File: src/design/lcst_pkg.sv
// Shared constants, codes and types of the load cell smart tare block.
package lcst_pkg;

   localparam int SAMPLE_WIDTH_DEF = 24;

   // Extra bits of the running sum over the sample width.
   localparam int SUM_EXTRA = 7;

   localparam int CSR_DATA_WIDTH = 24;
   localparam int CSR_INDEX_WIDTH = 2;

   localparam logic [1:0] CSR_THRESHOLD = 2'd0;
   localparam logic [1:0] CSR_REQUIRED = 2'd1;
   localparam logic [1:0] CSR_AVERAGE = 2'd2;
   localparam logic [1:0] CSR_TIMEOUT = 2'd3;

   localparam logic [23:0] THRESHOLD_RST = 24'd100;
   localparam logic [5:0] REQUIRED_RST = 6'd5;
   localparam logic [5:0] AVERAGE_RST = 6'd5;
   localparam logic [15:0] TIMEOUT_RST = 16'd15000;

   localparam logic [1:0] OP_START = 2'd0;
   localparam logic [1:0] OP_SAMPLE = 2'd1;
   localparam logic [1:0] OP_NOT_READY = 2'd2;
   localparam logic [1:0] OP_TICK = 2'd3;

   localparam logic [1:0] PH_IDLE = 2'd0;
   localparam logic [1:0] PH_STABILIZE = 2'd1;
   localparam logic [1:0] PH_AVERAGE = 2'd2;
   localparam logic [1:0] PH_FALLBACK = 2'd3;

   typedef struct packed {
      logic busy;
      logic done;
   } lcst_div_stat_type;

endpackage

File: src/design/lcst_div.sv
// Iterative restoring divider of a signed sum by a small unsigned count.
module lcst_div #(
   parameter int DW = lcst_pkg::SAMPLE_WIDTH_DEF + lcst_pkg::SUM_EXTRA
) (
   input  logic                       clock,
   input  logic                       reset,
   input  logic                       start,
   input  logic signed [DW-1:0]       dividend,
   input  logic [5:0]                 divisor,
   output logic signed [DW-1:0]       quotient,
   output lcst_pkg::lcst_div_stat_type stat
);

   localparam int CNT_W = $clog2(DW + 1);

   logic [DW-1:0]    mag_ff, mag_in;
   logic [5:0]       rem_ff, rem_in;
   logic [5:0]       dsr_ff;
   logic             neg_ff;
   logic [CNT_W-1:0] cnt_ff, cnt_in;
   logic             done_ff, done_in;
   logic [6:0]       trial;
   logic             ge;

   always_comb begin
      trial = {rem_ff, mag_ff[DW-1]};
      ge = (trial >= {1'b0, dsr_ff});
      rem_in = ge ? 6'(trial - {1'b0, dsr_ff}) : trial[5:0];
      mag_in = {mag_ff[DW-2:0], ge};
      cnt_in = cnt_ff - CNT_W'(1);
      done_in = (cnt_ff == CNT_W'(1));
   end

   always_ff @(posedge clock) begin
      if (reset) begin
         cnt_ff <= '0;
         done_ff <= 1'b0;
      end else if (start) begin
         cnt_ff <= CNT_W'(DW);
         done_ff <= 1'b0;
      end else if (cnt_ff != '0) begin
         cnt_ff <= cnt_in;
         done_ff <= done_in;
      end else begin
         done_ff <= 1'b0;
      end
   end

   always_ff @(posedge clock) begin
      if (start) begin
         mag_ff <= dividend[DW-1] ? DW'(-dividend) : dividend;
         neg_ff <= dividend[DW-1];
         rem_ff <= '0;
         dsr_ff <= divisor;
      end else if (cnt_ff != '0) begin
         mag_ff <= mag_in;
         rem_ff <= rem_in;
      end
   end

   // Truncation toward zero: divide the magnitude, then restore the sign.
   assign quotient = neg_ff ? DW'(-mag_ff) : mag_ff;
   assign stat.busy = (cnt_ff != '0);
   assign stat.done = done_ff;

endmodule

File: src/design/load_cell_smart_tare.sv
// Top level of the load cell smart tare controller.
// Requests carry one event each: tare start, raw sample, converter not
// ready, or a one millisecond tick. Every request gives exactly one
// response with the tare phase, the tared sample, the stable run, a done
// flag and the offset after the request.
// A request is taken when req_valid is high and req_stall is low, and a
// response is taken when rsp_valid is high and rsp_stall is low.
// For most requests the response stands in the output register in the
// cycle after the request is taken. A request that closes the averaging
// phase with samples in hand runs the shared serial divider for the mean,
// one quotient bit per cycle over SAMPLE_WIDTH+7 bits, and its response
// is registered once the divider signals done.
// While the divider runs, req_stall is high. A waiting response does not
// block the next request unless the receiver stalls; then req_stall is
// high until the response is taken, and the response holds steady.
// Reset clears the offset, counters and phase and loads the default
// configuration; the block takes requests in the first cycle after reset.
// Configuration registers are written through csr_write_enable.
module load_cell_smart_tare #(
   parameter int SAMPLE_WIDTH = lcst_pkg::SAMPLE_WIDTH_DEF
) (
   input  logic                                   clock,
   input  logic                                   reset,
   input  logic                                   req_valid,
   output logic                                   req_stall,
   input  logic [1:0]                             req_operation,
   input  logic signed [SAMPLE_WIDTH-1:0]         req_sample,
   output logic                                   rsp_valid,
   input  logic                                   rsp_stall,
   output logic [1:0]                             rsp_phase,
   output logic signed [SAMPLE_WIDTH:0]           rsp_tared_value,
   output logic [5:0]                             rsp_stable_run,
   output logic                                   rsp_tare_done,
   output logic signed [SAMPLE_WIDTH-1:0]         rsp_current_offset,
   input  logic                                   csr_write_enable,
   input  logic [lcst_pkg::CSR_INDEX_WIDTH-1:0]   csr_index,
   input  logic [lcst_pkg::CSR_DATA_WIDTH-1:0]    csr_wdata
);

   localparam int W = SAMPLE_WIDTH;
   localparam int DW = SAMPLE_WIDTH + lcst_pkg::SUM_EXTRA;

   localparam logic S_IDLE = 1'b0;
   localparam logic S_DIV = 1'b1;

   logic [23:0] thr_ff;
   logic [5:0]  req_stable_ff;
   logic [5:0]  avg_ff;
   logic [15:0] timeout_ff;

   logic          state_ff, state_in;
   logic [W-1:0]  off_ff, off_in;
   logic [W:0]    prev_ff, prev_in;
   logic [5:0]    stab_ff, stab_in;
   logic [1:0]    ph_ff, ph_in;
   logic [15:0]   el_ff, el_in;
   logic [DW-1:0] sum_ff, sum_in;
   logic [5:0]    att_ff, att_in;
   logic [5:0]    val_ff, val_in;
   logic [W:0]    tared_in;
   logic          done_in;
   logic          div_go;

   logic          rsp_valid_ff;
   logic [1:0]    rsp_phase_ff;
   logic [W:0]    rsp_tared_ff;
   logic [5:0]    rsp_stable_ff;
   logic          rsp_done_ff;
   logic [W-1:0]  rsp_offset_ff;

   logic                        req_take;
   logic                        rsp_take;
   logic signed [DW-1:0]        quotient;
   lcst_pkg::lcst_div_stat_type div_stat;
   logic [W:0]                  new_off;
   logic [W-1:0]                sat_off;

   assign req_stall = (state_ff == S_DIV) || (rsp_valid_ff && rsp_stall);
   assign req_take = req_valid && !req_stall;
   assign rsp_take = rsp_valid_ff && !rsp_stall;

   always_ff @(posedge clock) begin
      if (reset) begin
         thr_ff <= lcst_pkg::THRESHOLD_RST;
         req_stable_ff <= lcst_pkg::REQUIRED_RST;
         avg_ff <= lcst_pkg::AVERAGE_RST;
         timeout_ff <= lcst_pkg::TIMEOUT_RST;
      end else if (csr_write_enable) begin
         case (csr_index)
            lcst_pkg::CSR_THRESHOLD: thr_ff <= csr_wdata[23:0];
            lcst_pkg::CSR_REQUIRED: req_stable_ff <= csr_wdata[5:0];
            lcst_pkg::CSR_AVERAGE: avg_ff <= csr_wdata[5:0];
            lcst_pkg::CSR_TIMEOUT: timeout_ff <= csr_wdata[15:0];
            default: thr_ff <= thr_ff;
         endcase
      end
   end

   always_comb begin
      logic [W+1:0] diff;
      logic [W+1:0] adiff;
      logic         stable;
      logic         timed_out;
      logic         have;
      logic         finish;

      off_in = off_ff;
      prev_in = prev_ff;
      stab_in = stab_ff;
      ph_in = ph_ff;
      el_in = el_ff;
      sum_in = sum_ff;
      att_in = att_ff;
      val_in = val_ff;
      tared_in = '0;
      done_in = 1'b0;
      div_go = 1'b0;
      finish = 1'b0;

      have = (req_operation == lcst_pkg::OP_SAMPLE);
      timed_out = (el_ff > timeout_ff);
      diff = {tared_in[W], tared_in} - {prev_ff[W], prev_ff};
      adiff = diff;
      stable = 1'b0;

      case (req_operation)
         lcst_pkg::OP_START: begin
            stab_in = '0;
            prev_in = '0;
            el_in = '0;
            sum_in = '0;
            att_in = '0;
            val_in = '0;
            ph_in = lcst_pkg::PH_STABILIZE;
            if (req_stable_ff == 6'd0) begin
               ph_in = (avg_ff == 6'd0) ? lcst_pkg::PH_FALLBACK : lcst_pkg::PH_AVERAGE;
            end
         end
         lcst_pkg::OP_TICK: begin
            if (el_ff != 16'hFFFF) begin
               el_in = el_ff + 16'd1;
            end
         end
         default: begin
            if (have) begin
               tared_in = {req_sample[W-1], req_sample} - {off_ff[W-1], off_ff};
            end
            diff = {tared_in[W], tared_in} - {prev_ff[W], prev_ff};
            adiff = diff[W+1] ? (W+2)'(-diff) : diff;
            stable = ({24'd0, adiff} < {{(W+2){1'b0}}, thr_ff});
            case (ph_ff)
               lcst_pkg::PH_STABILIZE: begin
                  if (have) begin
                     if (stable) begin
                        stab_in = (stab_ff != 6'd63) ? stab_ff + 6'd1 : stab_ff;
                     end else begin
                        stab_in = '0;
                     end
                     prev_in = tared_in;
                  end
                  if ((have && (stab_in >= req_stable_ff)) || timed_out) begin
                     sum_in = '0;
                     att_in = '0;
                     val_in = '0;
                     ph_in = (avg_ff == 6'd0) ? lcst_pkg::PH_FALLBACK : lcst_pkg::PH_AVERAGE;
                  end
               end
               lcst_pkg::PH_AVERAGE: begin
                  if (have) begin
                     sum_in = sum_ff + {{lcst_pkg::SUM_EXTRA{req_sample[W-1]}}, req_sample};
                     val_in = val_ff + 6'd1;
                  end
                  att_in = att_ff + 6'd1;
                  finish = (att_in >= avg_ff) || timed_out;
                  if (finish) begin
                     if (val_in != 6'd0) begin
                        div_go = 1'b1;
                        done_in = 1'b1;
                        ph_in = lcst_pkg::PH_IDLE;
                     end else begin
                        ph_in = lcst_pkg::PH_FALLBACK;
                     end
                  end
               end
               lcst_pkg::PH_FALLBACK: begin
                  if (have) begin
                     off_in = req_sample;
                     done_in = 1'b1;
                     ph_in = lcst_pkg::PH_IDLE;
                  end
               end
               default: begin
                  ph_in = ph_ff;
               end
            endcase
         end
      endcase
   end

   lcst_div #(
      .DW(DW)
   ) u_div (
      .clock    (clock),
      .reset    (reset),
      .start    (req_take && div_go),
      .dividend (sum_in),
      .divisor  (val_in),
      .quotient (quotient),
      .stat     (div_stat)
   );

   // The mean always fits the sample width, so only the low bits take part.
   always_comb begin
      new_off = {off_ff[W-1], off_ff} + quotient[W:0];
      if (new_off[W] != new_off[W-1]) begin
         sat_off = new_off[W] ? {1'b1, {(W-1){1'b0}}} : {1'b0, {(W-1){1'b1}}};
      end else begin
         sat_off = new_off[W-1:0];
      end
   end

   always_comb begin
      state_in = state_ff;
      case (state_ff)
         S_IDLE: begin
            if (req_take && div_go) begin
               state_in = S_DIV;
            end
         end
         S_DIV: begin
            if (div_stat.done) begin
               state_in = S_IDLE;
            end
         end
         default: begin
            state_in = S_IDLE;
         end
      endcase
   end

   always_ff @(posedge clock) begin
      if (reset) begin
         state_ff <= S_IDLE;
         off_ff <= '0;
         prev_ff <= '0;
         stab_ff <= '0;
         ph_ff <= lcst_pkg::PH_IDLE;
         el_ff <= '0;
         sum_ff <= '0;
         att_ff <= '0;
         val_ff <= '0;
         rsp_valid_ff <= 1'b0;
      end else begin
         state_ff <= state_in;
         if (req_take) begin
            off_ff <= off_in;
            prev_ff <= prev_in;
            stab_ff <= stab_in;
            ph_ff <= ph_in;
            el_ff <= el_in;
            sum_ff <= sum_in;
            att_ff <= att_in;
            val_ff <= val_in;
         end else if (state_ff == S_DIV && div_stat.done) begin
            off_ff <= sat_off;
         end
         if ((req_take && !div_go) || (state_ff == S_DIV && div_stat.done)) begin
            rsp_valid_ff <= 1'b1;
         end else if (rsp_take) begin
            rsp_valid_ff <= 1'b0;
         end
      end
   end

   always_ff @(posedge clock) begin
      if (req_take) begin
         rsp_phase_ff <= ph_in;
         rsp_tared_ff <= tared_in;
         rsp_stable_ff <= stab_in;
         rsp_done_ff <= done_in;
         rsp_offset_ff <= off_in;
      end else if (state_ff == S_DIV && div_stat.done) begin
         rsp_offset_ff <= sat_off;
      end
   end

   assign rsp_valid = rsp_valid_ff;
   assign rsp_phase = rsp_phase_ff;
   assign rsp_tared_value = rsp_tared_ff;
   assign rsp_stable_run = rsp_stable_ff;
   assign rsp_tare_done = rsp_done_ff;
   assign rsp_current_offset = rsp_offset_ff;

   a_stall_while_dividing: assert property (
      @(posedge clock) disable iff (reset)
      (state_ff == S_DIV) |-> req_stall)
      else $error("request taken while the divider runs");

   a_divider_only_when_busy: assert property (
      @(posedge clock) disable iff (reset)
      (state_ff == S_IDLE) |-> !div_stat.busy && !div_stat.done)
      else $error("divider active outside the divide state");

   a_response_after_divide: assert property (
      @(posedge clock) disable iff (reset)
      (state_ff == S_DIV && div_stat.done) |=> rsp_valid && rsp_tare_done)
      else $error("divide finished without a done response");

   a_done_means_idle_phase: assert property (
      @(posedge clock) disable iff (reset)
      (rsp_valid && rsp_tare_done) |-> (rsp_phase == lcst_pkg::PH_IDLE))
      else $error("tare done reported outside the idle phase");

endmodule
File: config.mk
export PLATFORM = sky130hd
export DESIGN_NAME = load_cell_smart_tare
export DESIGN_NICKNAME = d
export VERILOG_FILES = /design/src/design/lcst_pkg.sv /design/src/design/lcst_div.sv /design/src/design/load_cell_smart_tare.sv
export SDC_FILE = /design/constraint.sdc
export NUM_CORES = 1
export LEC_CHECK = 0
export ABC_CLOCK_PERIOD_IN_PS = 9300
export BUFFER_PORTS_ARGS = -buffer_cell sky130_fd_sc_hd__buf_2
export CAP_MARGIN = 5
export CELL_PAD_IN_SITES_DETAIL_PLACEMENT = 0
export CELL_PAD_IN_SITES_GLOBAL_PLACEMENT = 1
export CORE_MARGIN = 4
export CORE_UTILIZATION = 43
export CTS_BUF_LIST = sky130_fd_sc_hd__clkbuf_8 sky130_fd_sc_hd__clkbuf_16
export DETAILED_ROUTE_END_ITERATION = 10
export PLACE_DENSITY_LB_ADDON = 0.1
export SLEW_MARGIN = 20
export SYNTH_ARGS = -nofsm -noshare
export SYNTH_HDL_FRONTEND = slang
export SYNTH_HIERARCHICAL = 1
export SYNTH_SLANG_ARGS = --single-unit
File: constraint.sdc
create_clock -name clock -period 9.3 [get_ports clock]
set_clock_uncertainty 0.05 [all_clocks]
set_input_delay 0 -clock clock [delete_from_list [all_inputs] [get_ports clock]]
set_output_delay 0 -clock clock [all_outputs]
set_load 0.03 [all_outputs]
==> results of run 1 <==
==> where the power goes <==
group	switching [W]	internal [W]	total, W
registers	0.000171	0.00152	0.00169
clock network	0.000608	0.00101	0.00162
logic	0.00182	0.00142	0.00324
total	0.00260	0.00395	0.00656
==> area by class of cell <==
| class | count | area (um^2) |
|---|---|---|
| Clock buffer | 42 | 1017 |
| Clock inverter | 26 | 357.8 |
| Fill cell | 4311 | 20400 |
| Inverter | 166 | 625.6 |
| Multi-Input combinational cell | 1994 | 14120 |
| Sequential cell | 278 | 6533 |
| Tap cell | 615 | 769.5 |
| Timing Repair Buffer | 502 | 3822 |
==> layer usage <==
| layer | routed length (um) | up-vias | share of wire (%) |
|---|---|---|---|
| li1 | - | 10060 | - |
| met1 | 31600 | 9793 | 46 |
| met2 | 31320 | 536 | 45 |
| met3 | 3278 | 126 | 4.8 |
| met5 | 0 | - | 0 |
| met4 | 2679 | 0 | 3.9 |
==> registers in the layout, indices dropped and copies added, names as in the netlist, 16 cells and up <==
register            flops
rsp_current_offset     24
sum_ff                 31
u_div/mag_ff           31
off_ff                 24
el_ff                  16
thr_ff                 24
rsp_tared_value        25
prev_ff                25
timeout_ff             16
==> metrics by stage <==
step / area [um^2] / setup TNS, ns / util (%) / hold WS, ns
after global routing: 27250 / -20.14 / 57.19 / 0.03747
after floorplan: 20800 / 0 / - / 0.01907
after global placement: 23750 / -11.14 / 49.85 / 0.1770
final: 27250 / -7.610 / 57.19 / 0.03839
after detailed placement: 23750 / -15.37 / 49.85 / 0.1790
after CTS: 26590 / -4.918 / 55.82 / 0.004076
==> tightest hold or removal path: cells and delay by family <==
kind | cells | cell delay [ns]
buffers and inverters | 1 | 0.19
AOI/OAI and AO/OA | 2 | 0.33
==> path summary, 6_finish.rpt <==
kind / end / slack, ns / cells past startpoint
worst max-delay path: u_div/mag_ff[12] / -0.47 / 54
worst min-delay path: rsp_current_offset[15] / 0.04 / 3
worst max register to register: u_div/mag_ff[12] / -0.47 / 54
worst min register to register: timeout_ff[10] / 0.41 / 2
==> timing repair <==
| item | in CTS | in global routing |
|---|---|---|
| endpoints found under the setup margin | 30 | 64 |
| setup buffers | 30 | 24 |
| resized for setup | 125 | 82 |
| hold endpoints to repair | 107 | 0 |
| pin swaps | 66 | 89 |
| hold buffers | 61 | 0 |
| gates cloned | 2 | 1 |
==> impl_results.md, run 1 <==
- Status: finished with violations
- Failing checks: negative setup slack
- Reg-to-Reg Start: off_ff[0]
- Minimum clock period: 9.771 ns
- Die Height: 227.4 um
- Clock Tree Buf Depth: 3
- Crit Path Category: reg2reg
- # placed instances: 3438
- CTS tree: yes
- Delay-heaviest family, CP: compound AO/OA/AOI/OAI gates
- Crit end category: flop
- Layout area overhead: 31.67%
- First DRT Iteration DRCs: 1573
- WL per Instance: 19.01 um
- Num Clock Sinks: 278
- Max-Cap Viols: 0
- Total number of vias: 20510
- Setup crit start kind: flop
- Pre-CTS WS: -0.6885 ns
- P_leak: 11.73 nW
- Final Hold Vio Count: 0
- Share of layout cells above drive strength 1: 22.97%
- Setup WS post-layout: -0.4707 ns
- Power consumption: 0.006558 W
- Clock latency at the later pin of the worst-skew pair: 0.57 ns
- Total grt overflow: 0
- Vias in the first global route: 19730
- Post-Syn Area per Cell: 8.093 um^2
- Most common cell after layout, fill and taps aside: buf_4
- Met2 Usage GRT: 41.40%
- Ant diodes: 0
- Min-delay src: req_sample[15]
- Required time worst endpoint: 9.54 ns
- Worst Path Max Fanout: 6
- Critical path buffers and inverters: 7
- Largest net degree at the start of global routing: 99
- Non-filler cells, final: 3623
- H-tree Lvls: 2
- Drt drc: 0
- Ports: 117
- First-pass GRT wire length: 106500 um
- Antenna-violating nets left: 0
- Synth Cell Area: 20690 um^2
- Vias per cell: 5.662
- Critical path arrival: 10.01 ns
- Met3 usage: 3.366%
- Max rail drop VDD: 172.4 uV
- Chip width: 227.4 um
- Period utilization: 105.1%
- Core area: 47650 um^2
- Die ar.: 51700 um^2
- Slowest CP cell: or4_4
- Pwr per Cell Area: 240.7 nW/um^2
- Antenna violations before repair: 0
- Fmax: 102.3 MHz
- Yosys warns: 6
- RSZ-0062 raised after global routing: yes
- Overall global routing resource usage: 25.67%
- Gr busiest metal: met2
- Cells after synthesis: 2557
- Largest stage delay on the critical path: 0.49 ns
- GPL Wtd Cong: 0.8875
- CP Launch Point: off_ff[0]
- Hold WC Path Type: in2reg
- Initial Utilization: 43.43%
- Number of port buffers: 116
- Worst slew pin tran: 1.004 ns
- Wirelength, routed: 68880 um
- Clock transition at path regs: 0.06 ns
- CTS root buf: clkbuf_16
- Post-DP HPWL: 50120 um
- Rel. slew slack: 32.98%
- DRT Pass-1 Iters: 6
- Final Setup Violations: 25
- Most numerous cell on the critical path: buf_4
- FP Rows: 80
- Grt met1 use: 35.35%
- Commonest non-fill, non-tap cells in the layout: buf_4, a21oi_1, nand2_1
- Post-Syn Nets: 2796
- Num CTS Buffers: 37
- Nets@finish: 3218
- Max Slew Vio Count: 0
(Power assumes the default switching activity.)
==> inputs of run 2 (changes only) <==
- PLACE_DENSITY: default -> 0.8
- PLACE_DENSITY_LB_ADDON: 0.1 -> default
==> impl_results.md, run 2 (same netlist as run 1, synthesis figures left out) <==
- Overall global routing resource usage: 25.24%
- Final Setup Violations: 28
- GPL Wtd Cong: 0.9428
- Crit end category: flop
- First-pass GRT wire length: 104900 um
- Wirelength, routed: 67880 um
- Slowest CP cell: o41ai_2
- Rel. slew slack: 27.88%
- Largest net degree at the start of global routing: 92
- WL per Instance: 18.72 um
- Grt met1 use: 33.59%
- Pwr per Cell Area: 236.0 nW/um^2
- Num CTS Buffers: 37
- DRT Pass-1 Iters: 6
- Core area: 47650 um^2
- Hold depth: 6
- Met3 usage: 2.914%
- # placed instances: 3461
- Reg-to-Reg Start: off_ff[0]
- Critical path arrival: 9.96 ns
- Required time worst endpoint: 9.51 ns
- Initial Utilization: 43.43%
- Largest regs: sum_ff: 31 flops, u_div/mag_ff: 31 flops
- Worst-case reg-to-reg path depth: 49
- Worst hold endpoint: off_ff[4]
- Final Hold Vio Count: 0
- Met2 Usage GRT: 41.94%
- Layout area overhead: 30.18%
- Clock latency at the later pin of the worst-skew pair: 0.55 ns
- Clock transition at path regs: 0.06 ns
- Worst Path Max Fanout: 12
- Ant diodes: 0
- Failing checks: negative setup slack
- Total number of vias: 20580
- Gr busiest metal: met2
- Max Slew Vio Count: 0
- Total grt overflow: 0
- H-tree Lvls: 2
- Commonest non-fill, non-tap cells in the layout: buf_4, a21oi_1, nand2_1
- Multi-input logic area: 13990 um^2
- Power consumption: 0.006358 W
- Status: finished with violations
- Post-DP HPWL: 48960 um
- CTS root buf: clkbuf_16
- Hold WC Path Type: in2reg
- Antenna violations before repair: 0
- Vias per cell: 5.674
- Chip width: 227.4 um
- Setup crit start kind: flop
- Placed instance area: 23940 um^2
- Ports: 117
- Max rail drop VDD: 171.7 uV
- Num Clock Sinks: 278
- Fmax: 102.6 MHz
- Pre-CTS WS: -0.7440 ns
- CTS tree: yes
- Min-delay src: req_sample[4]
- Share of layout cells above drive strength 1: 22.64%
- First DRT Iteration DRCs: 1742
- Period utilization: 104.8%
- Most common cell after layout, fill and taps aside: buf_4
- Largest stage delay on the critical path: 0.44 ns
- Nets@finish: 3222
- Max-Cap Viols: 0
- Setup WS post-layout: -0.4469 ns
- FP Rows: 80
- Worst slew pin tran: 1.075 ns
- RSZ-0062 raised after global routing: yes
- Worst r2r dst: u_div/mag_ff[22]
- Die Height: 227.4 um
- Crit Path Category: reg2reg
- Antenna-violating nets left: 0
- Non-filler cells, final: 3627
- P_leak: 11.60 nW
- Die ar.: 51700 um^2
- FF-to-FF setup slack: -0.45 ns
- Vias in the first global route: 19780
- Reg area: 6533 um^2
- Clock Tree Buf Depth: 3
- Minimum clock period: 9.747 ns
- Drt drc: 0
- Finished Core Util: 56.54%
- Number of port buffers: 116
- Final Instance Area: 26940 um^2
- # fillers: 4239
run 2: cell count changes in the layout (fill, tap and decap cells not counted), sizes merged:
cell / delta
clkinv: +1
bufinv: -6
clkbuf: +1
buf: +13
dlygate4sd3: -10
inv: +5
run 2: metrics by stage:
| stage | hold slack (ns) | setup TNS [ns] |
|---|---|---|
| 2_1_floorplan | 0.01907 | 0 |
| 4_1_cts | 0.004568 | -6.162 |
| 3_3_place_gp | 0.1890 | -9.129 |
| 6_report | 0.03450 | -9.374 |
| 5_1_grt | 0.04576 | -24.52 |
| 3_5_place_dp | 0.1943 | -17.40 |
run 2: layout make-up:
| type | instances | area share (%) |
|---|---|---|
| clock buffers | 42 | 3.776 |
| clock inverters | 26 | 0.6827 |
| inverters | 166 | 2.322 |
| multi-input cells | 1994 | 51.94 |
| flip-flops and latches | 278 | 24.25 |
| well taps | 615 | 2.856 |
| repair buffers | 506 | 14.17 |
run 2: how the worst max path moves through the flow:
| stage | start | to | slack (ns) | cells past startpoint |
|---|---|---|---|---|
| 6_report | off_ff[0] | u_div/mag_ff[22] | -0.45 | 49 |
| 5_1_grt | off_ff[0] | u_div/mag_ff[22] | -0.97 | 53 |
| 4_1_cts | off_ff[0] | u_div/mag_ff[18] | -0.35 | 52 |
| 3_5_place_dp | off_ff[1] | u_div/mag_ff[18] | -0.74 | 50 |
| 3_3_place_gp | off_ff[0] | u_div/mag_ff[27] | -0.42 | 53 |
| 2_1_floorplan | off_ff[0] | u_div/mag_ff[27] | 0.03 | 49 |
run 2: metal layers:
layer | part of all wire (%) | wire, um
met4 | 4.3 | 2886
met5 | 0 | 0
met3 | 5.3 | 3627
met2 | 46 | 31290
met1 | 44 | 30080
run 2: worst max-delay path: cells and delay by family (launching register included):
family,cells,cell delay (ns)
AO/OA/AOI/OAI,23,4.26
XOR/XNOR,3,0.51
adder cells (fa/ha/maj),5,1.48
buffers and inverters,6,1.04
flip-flops,1,0.34
AND/OR/NAND/NOR,12,1.74
run 2: what timing repair did:
action                                  in CTS  in global routing
endpoints found under the hold margin      121                  0
resized for setup                          109                 79
buffers inserted                            23                 22
endpoints found under the setup margin      37                 64
hold buffers                                51                  0
pin swaps                                   59                103
cloned                                       1                  3
run 2: where the power goes:
part | leakage (nW) | internal (W) | switching [W]
clock | 0.622 | 0.000840 | 0.000570
sequential | 2.44 | 0.00152 | 0.000160
combinational | 8.54 | 0.00142 | 0.00185
total | 11.6 | 0.00378 | 0.00258
